`src/rtl/core/gha_pkg.sv`:
```
// shared types and codes for the generational handle allocator
// no dependencies; imported by the controller, datapath, top level and checker
package gha_pkg;

    localparam logic [1:0] OP_CREATE  = 2'd0;
    localparam logic [1:0] OP_DESTROY = 2'd1;
    localparam logic [1:0] OP_LOOKUP  = 2'd2;

    localparam logic [1:0] STS_OK       = 2'd0;
    localparam logic [1:0] STS_NOT_LIVE = 2'd1;
    localparam logic [1:0] STS_NO_INDEX = 2'd2;

    // datapath to controller
    typedef struct packed {
        logic [1:0] op;
        logic       live_hit;
        logic       ver_max;
        logic       queue_empty;
        logic       queue_full;
        logic       fresh_left;
    } t_dp_status;

    // controller to datapath
    typedef struct packed {
        logic       load;
        logic       exec;
        logic       pop;
        logic       take_fresh;
        logic       live_we;
        logic       live_bit;
        logic       push;
        logic       inc;
        logic       dec;
        logic [1:0] status;
        logic       retired;
    } t_dp_cmd;

endpackage

```
`src/rtl/core/gha_ctrl.sv`:
```
// controller: two-state sequencer, output valid register and operation decode
// depends on gha_pkg
module gha_ctrl (
    input  logic              i_clk,
    input  logic              i_rst_n,
    input  logic              i_in_valid,
    output logic              o_in_ready,
    output logic              o_out_valid,
    input  logic              i_out_ready,
    input  gha_pkg::t_dp_status i_sts,
    output gha_pkg::t_dp_cmd  o_cmd
);
    import gha_pkg::*;

    localparam logic ST_IDLE = 1'b0;
    localparam logic ST_EXEC = 1'b1;

    logic r_state;
    logic n_state;
    logic r_out_valid;
    logic n_out_valid;
    logic w_accept;
    logic w_exec;

    assign o_in_ready  = (r_state == ST_IDLE);
    assign o_out_valid = r_out_valid;
    assign w_accept    = i_in_valid && o_in_ready;
    // execute once the output register is free or being emptied
    assign w_exec      = (r_state == ST_EXEC) && (!r_out_valid || i_out_ready);

    always_comb begin
        n_state     = r_state;
        n_out_valid = r_out_valid;
        if (r_out_valid && i_out_ready) begin
            n_out_valid = 1'b0;
        end
        case (r_state)
            ST_IDLE: begin
                if (w_accept) begin
                    n_state = ST_EXEC;
                end
            end
            ST_EXEC: begin
                if (w_exec) begin
                    n_state     = ST_IDLE;
                    n_out_valid = 1'b1;
                end
            end
            default: n_state = ST_IDLE;
        endcase
    end

    always_ff @(posedge i_clk) begin
        if (!i_rst_n) begin
            r_state     <= ST_IDLE;
            r_out_valid <= 1'b0;
        end else begin
            r_state     <= n_state;
            r_out_valid <= n_out_valid;
        end
    end

    always_comb begin
        o_cmd      = '0;
        o_cmd.load = w_accept;
        o_cmd.exec = w_exec;
        if (w_exec) begin
            case (i_sts.op)
                OP_CREATE: begin
                    if (!i_sts.queue_empty) begin
                        o_cmd.pop = 1'b1;
                    end else if (i_sts.fresh_left) begin
                        o_cmd.take_fresh = 1'b1;
                    end else begin
                        o_cmd.status = STS_NO_INDEX;
                    end
                    if (!i_sts.queue_empty || i_sts.fresh_left) begin
                        o_cmd.live_we  = 1'b1;
                        o_cmd.live_bit = 1'b1;
                        o_cmd.inc      = 1'b1;
                    end
                end
                OP_DESTROY: begin
                    if (i_sts.live_hit) begin
                        o_cmd.live_we = 1'b1;
                        o_cmd.dec     = 1'b1;
                        if (i_sts.ver_max) begin
                            o_cmd.retired = 1'b1;
                        end else begin
                            o_cmd.push = !i_sts.queue_full;
                        end
                    end else begin
                        o_cmd.status = STS_NOT_LIVE;
                    end
                end
                OP_LOOKUP: begin
                    if (!i_sts.live_hit) begin
                        o_cmd.status = STS_NOT_LIVE;
                    end
                end
                default: o_cmd.status = STS_OK;
            endcase
        end
    end

endmodule

```
`config.mk`:
```
export PLATFORM = sky130hd
export DESIGN_NAME = gha_ctrl
export DESIGN_NICKNAME = d
export VERILOG_FILES = /design/src/rtl/core/gha_pkg.sv /design/src/rtl/core/gha_ctrl.sv
export SDC_FILE = /design/constraint.sdc
export NUM_CORES = 1
export LEC_CHECK = 0
export ABC_AREA = 0
export BUFFER_PORTS_ARGS = -buffer_cell sky130_fd_sc_hd__buf_2
export CELL_PAD_IN_SITES_DETAIL_PLACEMENT = 2
export CELL_PAD_IN_SITES_GLOBAL_PLACEMENT = 2
export CORE_MARGIN = 10
export CORE_UTILIZATION = 17
export CTS_CLUSTER_DIAMETER = 120
export DETAILED_ROUTE_END_ITERATION = 7
export PLACE_DENSITY_LB_ADDON = 0.1
export SYNTH_ARGS = -nofsm -noshare
export SYNTH_HDL_FRONTEND = slang
export SYNTH_SLANG_ARGS = --single-unit
export TNS_END_PERCENT = 1
```
`constraint.sdc`:
```
create_clock -name i_clk -period 1.4 [get_ports i_clk]
set_input_delay 0 -clock i_clk [delete_from_list [all_inputs] [get_ports i_clk]]
set_output_delay 0 -clock i_clk [all_outputs]
set_load 0.005 [all_outputs]
```
* Word level (Yosys, flattened, before mapping)
Index checks and enable logic that the tools add are counted.
** Storage, ports and cells
- Output and inout port bits :: 14
- Bits in registers :: 2
- Input port bits :: 11
- Logic and storage cells :: 43
** Operators by class
- Equal/unequal tests :: 2
- Reduce and logical (&&, ||, !) cells :: 10
- Multiplexer cells :: 28
- Bitwise operators :: 1
** Operator list (number)
- $mux 1 :: 20
- $mux 10 :: 1
- $mux 2 :: 4
- $pmux 1 s2 :: 2
- $pmux 2 s2 :: 1
- $logic_and 1x1->1 :: 3
- $logic_not 1->1 :: 3
- $eq 2x1->1 const B :: 1
- $eq 2x2->1 const B :: 1
- $logic_not 2->1 :: 1
- $logic_or 1x1->1 :: 2
- $reduce_or 2->1 :: 1
- $not 1->1 :: 1

* Depth between registers and ports, before layout
Gate-level depths: netlist (run 1).
- Depth in word-level cells :: 5
- Depth in mapped cells :: 5

* Worst setup path before layout (run 1)
No wires, ideal clock.
- Path kind :: flip-flop to output port
- Start :: register r_out_valid, in the netlist o_out_valid
- End :: output o_cmd[6] (netlist bit)
- Stages on the path, launching flop included :: 5
- Data arrival time :: 0.786 ns
- Data required time :: 1.400 ns
- Slack :: 0.614 ns
- Buffers on the path :: 1
- Cells stage by stage :: dfxtp_1 -> nand2b_4 -> nand2_4 -> nor2_1 -> buf_4
** RTL lines
- from (decl) :: RTL line gha_ctrl.sv:20 : logic r_out_valid;
- from (signal assigned) :: RTL line gha_ctrl.sv:59 : r_out_valid <= n_out_valid;
- to (decl) :: RTL line gha_ctrl.sv:11 : output gha_pkg::t_dp_cmd o_cmd

==> flow_summary.ini, run 1 <==
[status]
run_status = completed

[cells_and_area]
finalNonFillerCells = 75
utilization_after_layout = 0.272
area_growth_pct = 51.1
total_inserted_antenna_cells = 0
final_nets = 76
post_route_cells_drive_above_1_share = 0.542

[power_and_ir_drop]
switching_share = 0.298
switchingPower_mw = 0.0823
clock_power_share = 0.469
power.internal_mw = 0.194
peakVddDrop_mv = 0.575
pwr-share-seq = 0.245
p_leak_nw = 0.242
part_of_the_total_power_dissipated_in_combinational_logic = 0.286
powerDensity_mw_per_mm2 = 667

[setup_path]
worst_setup_path_start_kind = flip-flop
slowest_stage = sky130_fd_sc_hd__dfxtp_1
r2r_cells = 3
startpoint = r_state$_SDFF_PN0_
worstPathCellList = nand2_4 > o32ai_2 > buf_2
critical_path_class = flip-flop to primary output
crit_end = o_cmd[7]
cpPeakStageDelay_ns = 0.41
cp-end-kind = primary output
cpLargestDelayFamily = flip-flops
reg2reg_setup_slack_ns = 0.61
reg2reg_to = r_state$_SDFF_PN0_
critical_path_depth = 3
worst-path-max-fanout = 9
worst_ep_arrival_time_ns = 1.18
worstPathBufferInverterCount = 1
reg2reg_from = r_state$_SDFF_PN0_
worst_ep_required_time_ns = 1.40

[global_route]
first_global_vias = 348
grt_max_degree = 10
globalRoute.totalOverflow = 0
initial_antenna_violation_count = 0
grt_first_pass_wirelength_um = 1610
track_usage = 0.0601

[run]
maxCapViolCount = 0

[die]
die_height_um = 60.1
floorplan.die.width_um = 60.1
initial_core_utilization = 0.180
core_mm2 = 0.00152
row_count = 14
top_level_ports = 25
fp.dieArea_mm2 = 0.00362

[clock_tree]
cts_root_buffer = sky130_fd_sc_hd__clkbuf_4
cts.repair.resized = 0
clk_pin_slew_ns = 0.03
cts_hold_repair.buffers = 0
cts_tree = yes
clk_latency_ns = 0.23
cts.sinks = 2
cts_inserted_buffers = 3
cts.htree.levels = 1
post-cts-setup-buffers = 0
maximum_number_of_buffers_from_clock_root_to_sink = 2

[sta]
timing.final.crit_share = 0.843
timing_worst_slew_pin_value_ns = 0.227
final_setup_violating_endpoints = 0
setup_ws_ns = 0.219
max_freq_mhz = 847
fin_crit_ns = 1.18
slew_violations = 0
timing.clock.skew_ns = 0.00469
tns_ns = 0
relSlewSlack = 0.847
timing_hold_violations_final = 0
setup_repair_after_global_routing_missed_its_margin = no
finalHoldWorstSlack_ns = 0.0438

[worst_hold_path]
path_category_of_the_worst_min_delay_check = input port to flip-flop
timing.hold.worst.start = i_rst_n

[logic_synthesis]
number_of_library_cell_types_mapped_by_synthesis = 20
postSynth.asyncResetShare = 0
synth_top_cells_by_area = sky130_fd_sc_hd__ha_1, sky130_fd_sc_hd__dfxtp_1, sky130_fd_sc_hd__buf_4
synth-seq-cells = 2
yosys.area.top_type_share = 0.183
synth_largest_area_cell = sky130_fd_sc_hd__ha_1
yosys-top-cells-count = sky130_fd_sc_hd__inv_1, sky130_fd_sc_hd__ha_1, sky130_fd_sc_hd__buf_4, sky130_fd_sc_hd__nor2_1
synthesis.nets = 50
synth.most_common_cell = sky130_fd_sc_hd__inv_1
synth.cell_area_um2 = 274
synth_edf_count = 0
synth_warnings = 0
postSynth.topFlopCell = sky130_fd_sc_hd__dfxtp_1
synth_cells = 35
ys_seq_area_frac = 0.146
syn_area_per_cell_um2 = 7.83

[detailed_routing]
first_pass_detailed_route_iteration_total = 2
wire_length_reported_by_the_detailed_router_um = 1010
drt_iter0_drc = 2
vias = 317
via_per_inst = 4.23
post_drt_wl_per_cell_um = 13.5
ant_nets = 0
drc = 0

[placed_design]
gp_routability_congestion = 0.621
post-dp-hpwl_um = 903
port-buffer-count = 24
dp.cells = 72
dp_slack_ns = 0.452
[worst min-delay path by stage]
stage / cells after the start / end
6_report: 3 / r_state$_SDFF_PN0_
5_1_grt: 2 / o_out_valid$_SDFF_PN0_
4_1_cts: 3 / r_state$_SDFF_PN0_
3_5_place_dp: 3 / o_cmd[5]
3_3_place_gp: 3 / o_cmd[5]
2_1_floorplan: 1 / o_cmd[9]
[placed cells by master, fill, tap and decap left out]
| cell type | n |
|---|---|
| sky130_fd_sc_hd__and2b_2 | 1 |
| sky130_fd_sc_hd__a21oi_1 | 1 |
| sky130_fd_sc_hd__nor4_1 | 2 |
| sky130_fd_sc_hd__o32ai_2 | 1 |
| sky130_fd_sc_hd__nor3b_1 | 2 |
| sky130_fd_sc_hd__dfxtp_1 | 2 |
| sky130_fd_sc_hd__clkbuf_4 | 3 |
| sky130_fd_sc_hd__o21ai_0 | 1 |
| sky130_fd_sc_hd__and4_1 | 1 |
| sky130_fd_sc_hd__nand2_4 | 1 |
| sky130_fd_sc_hd__nand2_1 | 2 |
| sky130_fd_sc_hd__inv_2 | 1 |
| sky130_fd_sc_hd__nand2b_1 | 1 |
| sky130_fd_sc_hd__a21boi_0 | 1 |
| sky130_fd_sc_hd__ha_1 | 4 |
| sky130_fd_sc_hd__nand2b_4 | 1 |
| sky130_fd_sc_hd__nand3_1 | 1 |
| sky130_fd_sc_hd__buf_2 | 24 |
| sky130_fd_sc_hd__nor2_1 | 3 |
| sky130_fd_sc_hd__inv_1 | 5 |
| sky130_fd_sc_hd__nor3_1 | 1 |
[worst reg2reg max path, cell delays in order, from the launching register on]
cell and delay [ns]:
sky130_fd_sc_hd__dfxtp_1 0.41, sky130_fd_sc_hd__nand2_4 0.12, sky130_fd_sc_hd__inv_2 0.09, sky130_fd_sc_hd__nor2_1 0.05
[power by group through the flow]
| stage | Sequential [mW] | Clock (mW) | Combinational (mW) |
|---|---|---|---|
| after detailed placement | 0.0683 | 0 | 0.0813 |
| after CTS | 0.0677 | 0.134 | 0.0823 |
| after floorplan | 0.0681 | 0 | 0.0470 |
| after global routing | 0.0684 | 0.144 | 0.0920 |
| final | 0.0678 | 0.130 | 0.0790 |
| after global placement | 0.0687 | 0 | 0.0818 |
[registers in the layout, indices dropped and copies added, names as in the netlist]
name	count
o_out_valid	1
r_state	1
[through the flow]
step                      power, mW  cell area, um2
final                         0.276             414
after global routing          0.304             414
after CTS                     0.284             414
after detailed placement      0.150             392
after global placement        0.150             392
after floorplan               0.115             274
[logic make-up after synthesis]
logic type,share of synthesized area
AOI/OAI and AO/OA,0.123
adders and majority gates,0.183
buffers and inverters,0.164
DFF,0.146
and+or+nand+nor,0.384
[per-layer routing]
metal,vias up,routed length [um],share of wire,track usage
met2,20,398,0.39,0.0809
met4,0,4,0.0039,0.0192
met1,133,421,0.42,0.0609
met5,-,0,0,0
met3,2,189,0.19,0.0636
li1,162,-,-,-
[layout make-up]
cell class                 count  area [um2]
sequential                     2        40.0
tap                           16        20.0
timing repair buffer          24         120
fill                         185        1110
inverter                       6        22.5
multi-input combinational     24         189
clock buffer                   3        22.5
Note: power is estimated with default switching activity, not from simulation.
==> run 2: changes to the inputs <==
--- a/config.mk
+++ b/config.mk
@@ -10,7 +10,7 @@
 export CELL_PAD_IN_SITES_DETAIL_PLACEMENT = 2
 export CELL_PAD_IN_SITES_GLOBAL_PLACEMENT = 2
 export CORE_MARGIN = 10
-export CORE_UTILIZATION = 17
+export CORE_UTILIZATION = 14
 export CTS_CLUSTER_DIAMETER = 120
 export DETAILED_ROUTE_END_ITERATION = 7
 export PLACE_DENSITY_LB_ADDON = 0.1
==> constraint.sdc (replaced) <==
create_clock -name i_clk -period 1 [get_ports i_clk]
set_input_delay 0 -clock i_clk [delete_from_list [all_inputs] [get_ports i_clk]]
set_output_delay 0 -clock i_clk [all_outputs]
set_load 0.005 [all_outputs]
==> run 2 against run 1 <==
  * The flow now finishes with violations (setup timing)
  * Critical endpoint unchanged
  * First-iteration DRC count rose to 4.0 times the previous value
  * Critical path depth increased by 1
  * Register-to-register slack lost 0.47 ns
  * Largest power group unchanged
  * Critical path type unchanged
  * Utilization grew 1.6 points
  * Hold slack worse by 0.0046 ns
  * Largest cell class unchanged
  * Highest routed layer is now met3
  * Worst setup slack worse by 0.36 ns
  * Sequential power rose by 46%
  * Clock skew is 0.0021 ns lower
  * Die area is 14% higher
==> flow_summary.ini, run 2 (synthesis gave the netlist of run 1 again) <==
[clock_tree]
cts_root_buffer = sky130_fd_sc_hd__clkbuf_4
maximum_number_of_buffers_from_clock_root_to_sink = 2
cts_inserted_buffers = 3
cts_hold_repair.buffers = 0
cts_tree = yes
clk_latency_ns = 0.22
cts.htree.levels = 1
cts.sinks = 2
clk_pin_slew_ns = 0.03

[worst_hold_path]
min_delay_path_depth = 2
timing.hold.worst.start = i_rst_n
path_category_of_the_worst_min_delay_check = input port to flip-flop

[cells_and_area]
total_inserted_antenna_cells = 0
final_area_um2 = 513
most-common-layout-cells = sky130_fd_sc_hd__buf_2, sky130_fd_sc_hd__inv_1, sky130_fd_sc_hd__ha_1
area_growth_pct = 87.2
post_route_cells_drive_above_1_share = 0.672
finalNonFillerCells = 86
utilization_after_layout = 0.288
final_nets = 78
mostFrequentLayoutCell = sky130_fd_sc_hd__buf_2

[global_route]
grt_first_pass_wirelength_um = 1810
globalRoute.totalOverflow = 0
initial_antenna_violation_count = 0
grt_max_degree = 10
track_usage = 0.0549
first_global_vias = 354

[detailed_routing]
post_drt_wl_per_cell_um = 13.9
ant_nets = 0
drt_iter0_drc = 8
via_per_inst = 4.02
first_pass_detailed_route_iteration_total = 2
wire_length_reported_by_the_detailed_router_um = 1190
drc = 0
vias = 346

[setup_path]
r2r_cells = 3
worst_ep_required_time_ns = 1.00
critical_path_class = flip-flop to primary output
reg2reg_from = r_state$_SDFF_PN0_
cp-end-kind = primary output
startpoint = o_out_valid$_SDFF_PN0_
worst-path-max-fanout = 5
worst_setup_path_start_kind = flip-flop
worst_ep_arrival_time_ns = 1.14

[power_and_ir_drop]
powerDensity_mw_per_mm2 = 837
peakVddDrop_mv = 0.781
switching_share = 0.325
part_of_the_total_power_dissipated_in_combinational_logic = 0.355
power.internal_mw = 0.290
finalPower_mw = 0.430
clock_power_share = 0.414
pwr-share-seq = 0.231
p_leak_nw = 0.260
switchingPower_mw = 0.140

[placed_design]
post-dp-hpwl_um = 931
port-buffer-count = 24
gp_routability_congestion = 0.614
placement.cell_area_um2 = 410
dp.cells = 82

[sta]
slew_violations = 0
setup_repair_after_global_routing_missed_its_margin = yes
setup_ws_ns = -0.138
timing.clock.skew_ns = 0.00261
max_freq_mhz = 879
timing_worst_slew_pin_value_ns = 0.232
timing_hold_violations_final = 0
relSlewSlack = 0.845
final_setup_violating_endpoints = 8
fin_crit_ns = 1.14
timing.final.crit_share = 1.14

[status]
run_status = complete, but fails checks
failing_checks = setup timing

[die]
top_level_ports = 25
initial_core_utilization = 0.154
floorplan.die.width_um = 64.2
core_mm2 = 0.00178
row_count = 15
die_height_um = 64.2
fp.dieArea_mm2 = 0.00413

[run]
maxCapViolCount = 0
==> run 2: worst max-delay path: stages (launching register included) <==
cell                       delay (ns)
sky130_fd_sc_hd__dfxtp_2         0.32
sky130_fd_sc_hd__nand2b_4        0.12
sky130_fd_sc_hd__nand2_8         0.09
sky130_fd_sc_hd__o32ai_4         0.23
sky130_fd_sc_hd__buf_2           0.16
==> run 2: metrics by stage <==
step	TNS [ns]	setup WS, ns	hold WS [ns]
2_1_floorplan	0	0.214	0.0330
4_1_cts	-0.724	-0.128	0.0350
3_3_place_gp	0	0.0791	0.245
3_5_place_dp	0	0.0605	0.235
5_1_grt	-1.37	-0.187	0.0319
6_report	-0.659	-0.138	0.0392
==> run 2: worst paths after layout <==
| check | slack [ns] | endpoint |
|---|---|---|
| worst max-delay path | -0.14 | o_cmd[7] |
| worst min-delay path | 0.04 | o_out_valid$_SDFF_PN0_ |
| worst max register to register | 0.14 | r_state$_SDFF_PN0_ |
| worst min register to register | 0.59 | o_out_valid$_SDFF_PN0_ |
==> run 2: power groups by stage <==
stage	logic [mW]	registers, mW	clock network, mW
2_1_floorplan	0.0658	0.0953	0
3_3_place_gp	0.124	0.0939	0
3_5_place_dp	0.121	0.0940	0
4_1_cts	0.132	0.0968	0.190
5_1_grt	0.172	0.100	0.201
6_report	0.153	0.0993	0.178
==> run 2: timing repair <==
| item | 4_1_cts | 5_1_grt |
|---|---|---|
| buffers inserted | 0 | 0 |
| pin swaps | 2 | 2 |
| endpoints found under the setup margin | 11 | 11 |
| resized for setup | 6 | 8 |
| cloned | 0 | 1 |
==> run 2: per-layer routing <==
| metal | wire (um) | vias up | global-route usage | part of all wire |
|---|---|---|---|---|
| met2 | 516 | 22 | 0.0702 | 0.43 |
| met1 | 514 | 156 | 0.0695 | 0.43 |
| li1 | - | 168 | - | - |
| met4 | 0 | 0 | 0 | 0 |
| met5 | 0 | - | 0 | 0 |
| met3 | 161 | 0 | 0.0505 | 0.14 |
==> run 2: cell type report <==
class                           instances  area [um2]
Fill cell                             225        1270
Multi-Input combinational cell         25         251
Timing Repair Buffer                   25         138
Sequential cell                         2        45.0
Tap cell                               25        31.3
Inverter                                6        25.0
Clock buffer                            3        22.5
==> run 3: changes to the inputs <==
--- a/config.mk
+++ b/config.mk
@@ -13,7 +13,7 @@
 export CORE_UTILIZATION = 14
 export CTS_CLUSTER_DIAMETER = 120
 export DETAILED_ROUTE_END_ITERATION = 7
-export PLACE_DENSITY_LB_ADDON = 0.1
+export PLACE_DENSITY = 0.72
 export SYNTH_ARGS = -nofsm -noshare
 export SYNTH_HDL_FRONTEND = slang
 export SYNTH_SLANG_ARGS = --single-unit
==> run 3 against run 2 <==
  * Worst setup slack improved by 0.038 ns
  * Wire length is 7.3% higher
  * Combinational power grew 7%
  * Register-to-register slack hardly changed
  * The run still ends with setup timing left
  * Sequential share of layout area decreased by 0.33 points
==> flow_summary.ini, run 3 (synthesis gave the netlist of run 1 again) <==
[sta]
setup_ws_ns = -0.100
setup_repair_after_global_routing_missed_its_margin = yes
timing.clock.skew_ns = 0.00311
fin_crit_ns = 1.10
max_freq_mhz = 909
slew_violations = 0
timing.final.crit_share = 1.10
timing_hold_violations_final = 0
final_setup_violating_endpoints = 8
relSlewSlack = 0.850
timing_worst_slew_pin_value_ns = 0.224

[global_route]
globalRoute.totalOverflow = 0
initial_antenna_violation_count = 0
track_usage = 0.0650
first_global_vias = 425
grt_first_pass_wirelength_um = 2120
grt_max_degree = 6

[cells_and_area]
utilization_after_layout = 0.299
total_inserted_antenna_cells = 0
post_route_cells_drive_above_1_share = 0.710
final_area_um2 = 533
area_growth_pct = 94.5
mostFrequentLayoutCell = sky130_fd_sc_hd__buf_2
final_nets = 79
most-common-layout-cells = sky130_fd_sc_hd__buf_2, sky130_fd_sc_hd__inv_1, sky130_fd_sc_hd__ha_1

[status]
run_status = complete, but fails checks
failing_checks = setup timing

[clock_tree]
cts.htree.levels = 1
clk_pin_slew_ns = 0.03
cts_hold_repair.buffers = 0
cts_root_buffer = sky130_fd_sc_hd__clkbuf_4
cts_tree = yes
maximum_number_of_buffers_from_clock_root_to_sink = 2
cts_inserted_buffers = 3
cts.sinks = 2
clk_latency_ns = 0.22

[power_and_ir_drop]
p_leak_nw = 0.267
powerDensity_mw_per_mm2 = 814
peakVddDrop_mv = 0.597

[setup_path]
cpPeakStageDelay_ns = 0.32
worst-path-max-fanout = 5
critical_path_class = flip-flop to primary output
worst_ep_required_time_ns = 1.00
slowest_stage = sky130_fd_sc_hd__dfxtp_2
worst_setup_path_start_kind = flip-flop
cp-end-kind = primary output
worst_ep_arrival_time_ns = 1.10
worstPathCellList = nand2b_4 > nand2_8 > nor4_4 > buf_2

[die]
die_height_um = 64.2
top_level_ports = 25
row_count = 15
fp.dieArea_mm2 = 0.00413
floorplan.die.width_um = 64.2
core_mm2 = 0.00178
initial_core_utilization = 0.154

[placed_design]
placement.cell_area_um2 = 410
post-dp-hpwl_um = 985
gp_routability_congestion = 0.711
port-buffer-count = 24

[run]
maxCapViolCount = 0

[worst_hold_path]
path_category_of_the_worst_min_delay_check = input port to flip-flop

[detailed_routing]
wire_length_reported_by_the_detailed_router_um = 1280
ant_nets = 0
via_per_inst = 4.05
post_drt_wl_per_cell_um = 14.7
drc = 0
first_pass_detailed_route_iteration_total = 2
vias = 352
drt_iter0_drc = 3
==> run 3: cell count changes in the layout (fill, tap and decap cells not counted), sizes merged <==
| cell | delta |
|---|---|
| buf | +1 |
==> run 3: layout make-up <==
type                       instances  area, um2
inverter                           6       25.0
timing repair buffer              26        145
sequential                         2       45.0
tap                               25       31.3
fill                             207       1250
clock buffer                       3       22.5
multi-input combinational         25        264
==> run 3: where the power goes <==
part / internal [mW] / switching [mW]
logic: 0.0754 / 0.0876
clock network: 0.132 / 0.0390
registers: 0.0875 / 0.0124
==> run 3: final timing paths <==
| kind | startpoint | to | slack [ns] | depth (start not counted) |
|---|---|---|---|---|
| setup / recovery | o_out_valid$_SDFF_PN0_ | o_cmd[5] | -0.1 | 4 |
| hold / removal | i_rst_n | o_out_valid$_SDFF_PN0_ | 0.05 | 2 |
| hold reg to reg | r_state$_SDFF_PN0_ | r_state$_SDFF_PN0_ | 0.63 | 3 |
| setup reg to reg | r_state$_SDFF_PN0_ | r_state$_SDFF_PN0_ | 0.13 | 3 |
==> run 3: timing repair <==
action | 4_1_cts | 5_1_grt
pin swaps | 4 | 1
gates cloned | 1 | 0
resized for setup | 14 | 3
buffers inserted | 1 | 0
endpoints found under the setup margin | 10 | 11
endpoints found under the hold margin | 0 | 0
==> run 3: per-stage QoR <==
stage                     setup slack, ns  total power [mW]  cells  hold WS, ns  TNS [ns]
after floorplan                     0.214             0.161     35       0.0330         0
after global placement             0.0960             0.213     82        0.236         0
after detailed placement           0.0719             0.217     82        0.244         0
after CTS                          -0.121             0.438     87       0.0383    -0.664
after global routing               -0.169             0.479     87       0.0569     -1.10
final                              -0.100             0.434     87       0.0484    -0.541
==> run 3: worst max-delay path, delay by kind of cell (launching register included) <==
kind / cells / cell delay [ns]
and+or+nand+nor: 3 / 0.40
buffers and inverters: 1 / 0.15
DFF: 1 / 0.32
==> run 3: routing by layer <==
layer	GRT usage	wire, um
met5	0	0
met4	0.0401	12
met3	0.0279	124
met2	0.112	697
met1	0.0628	444
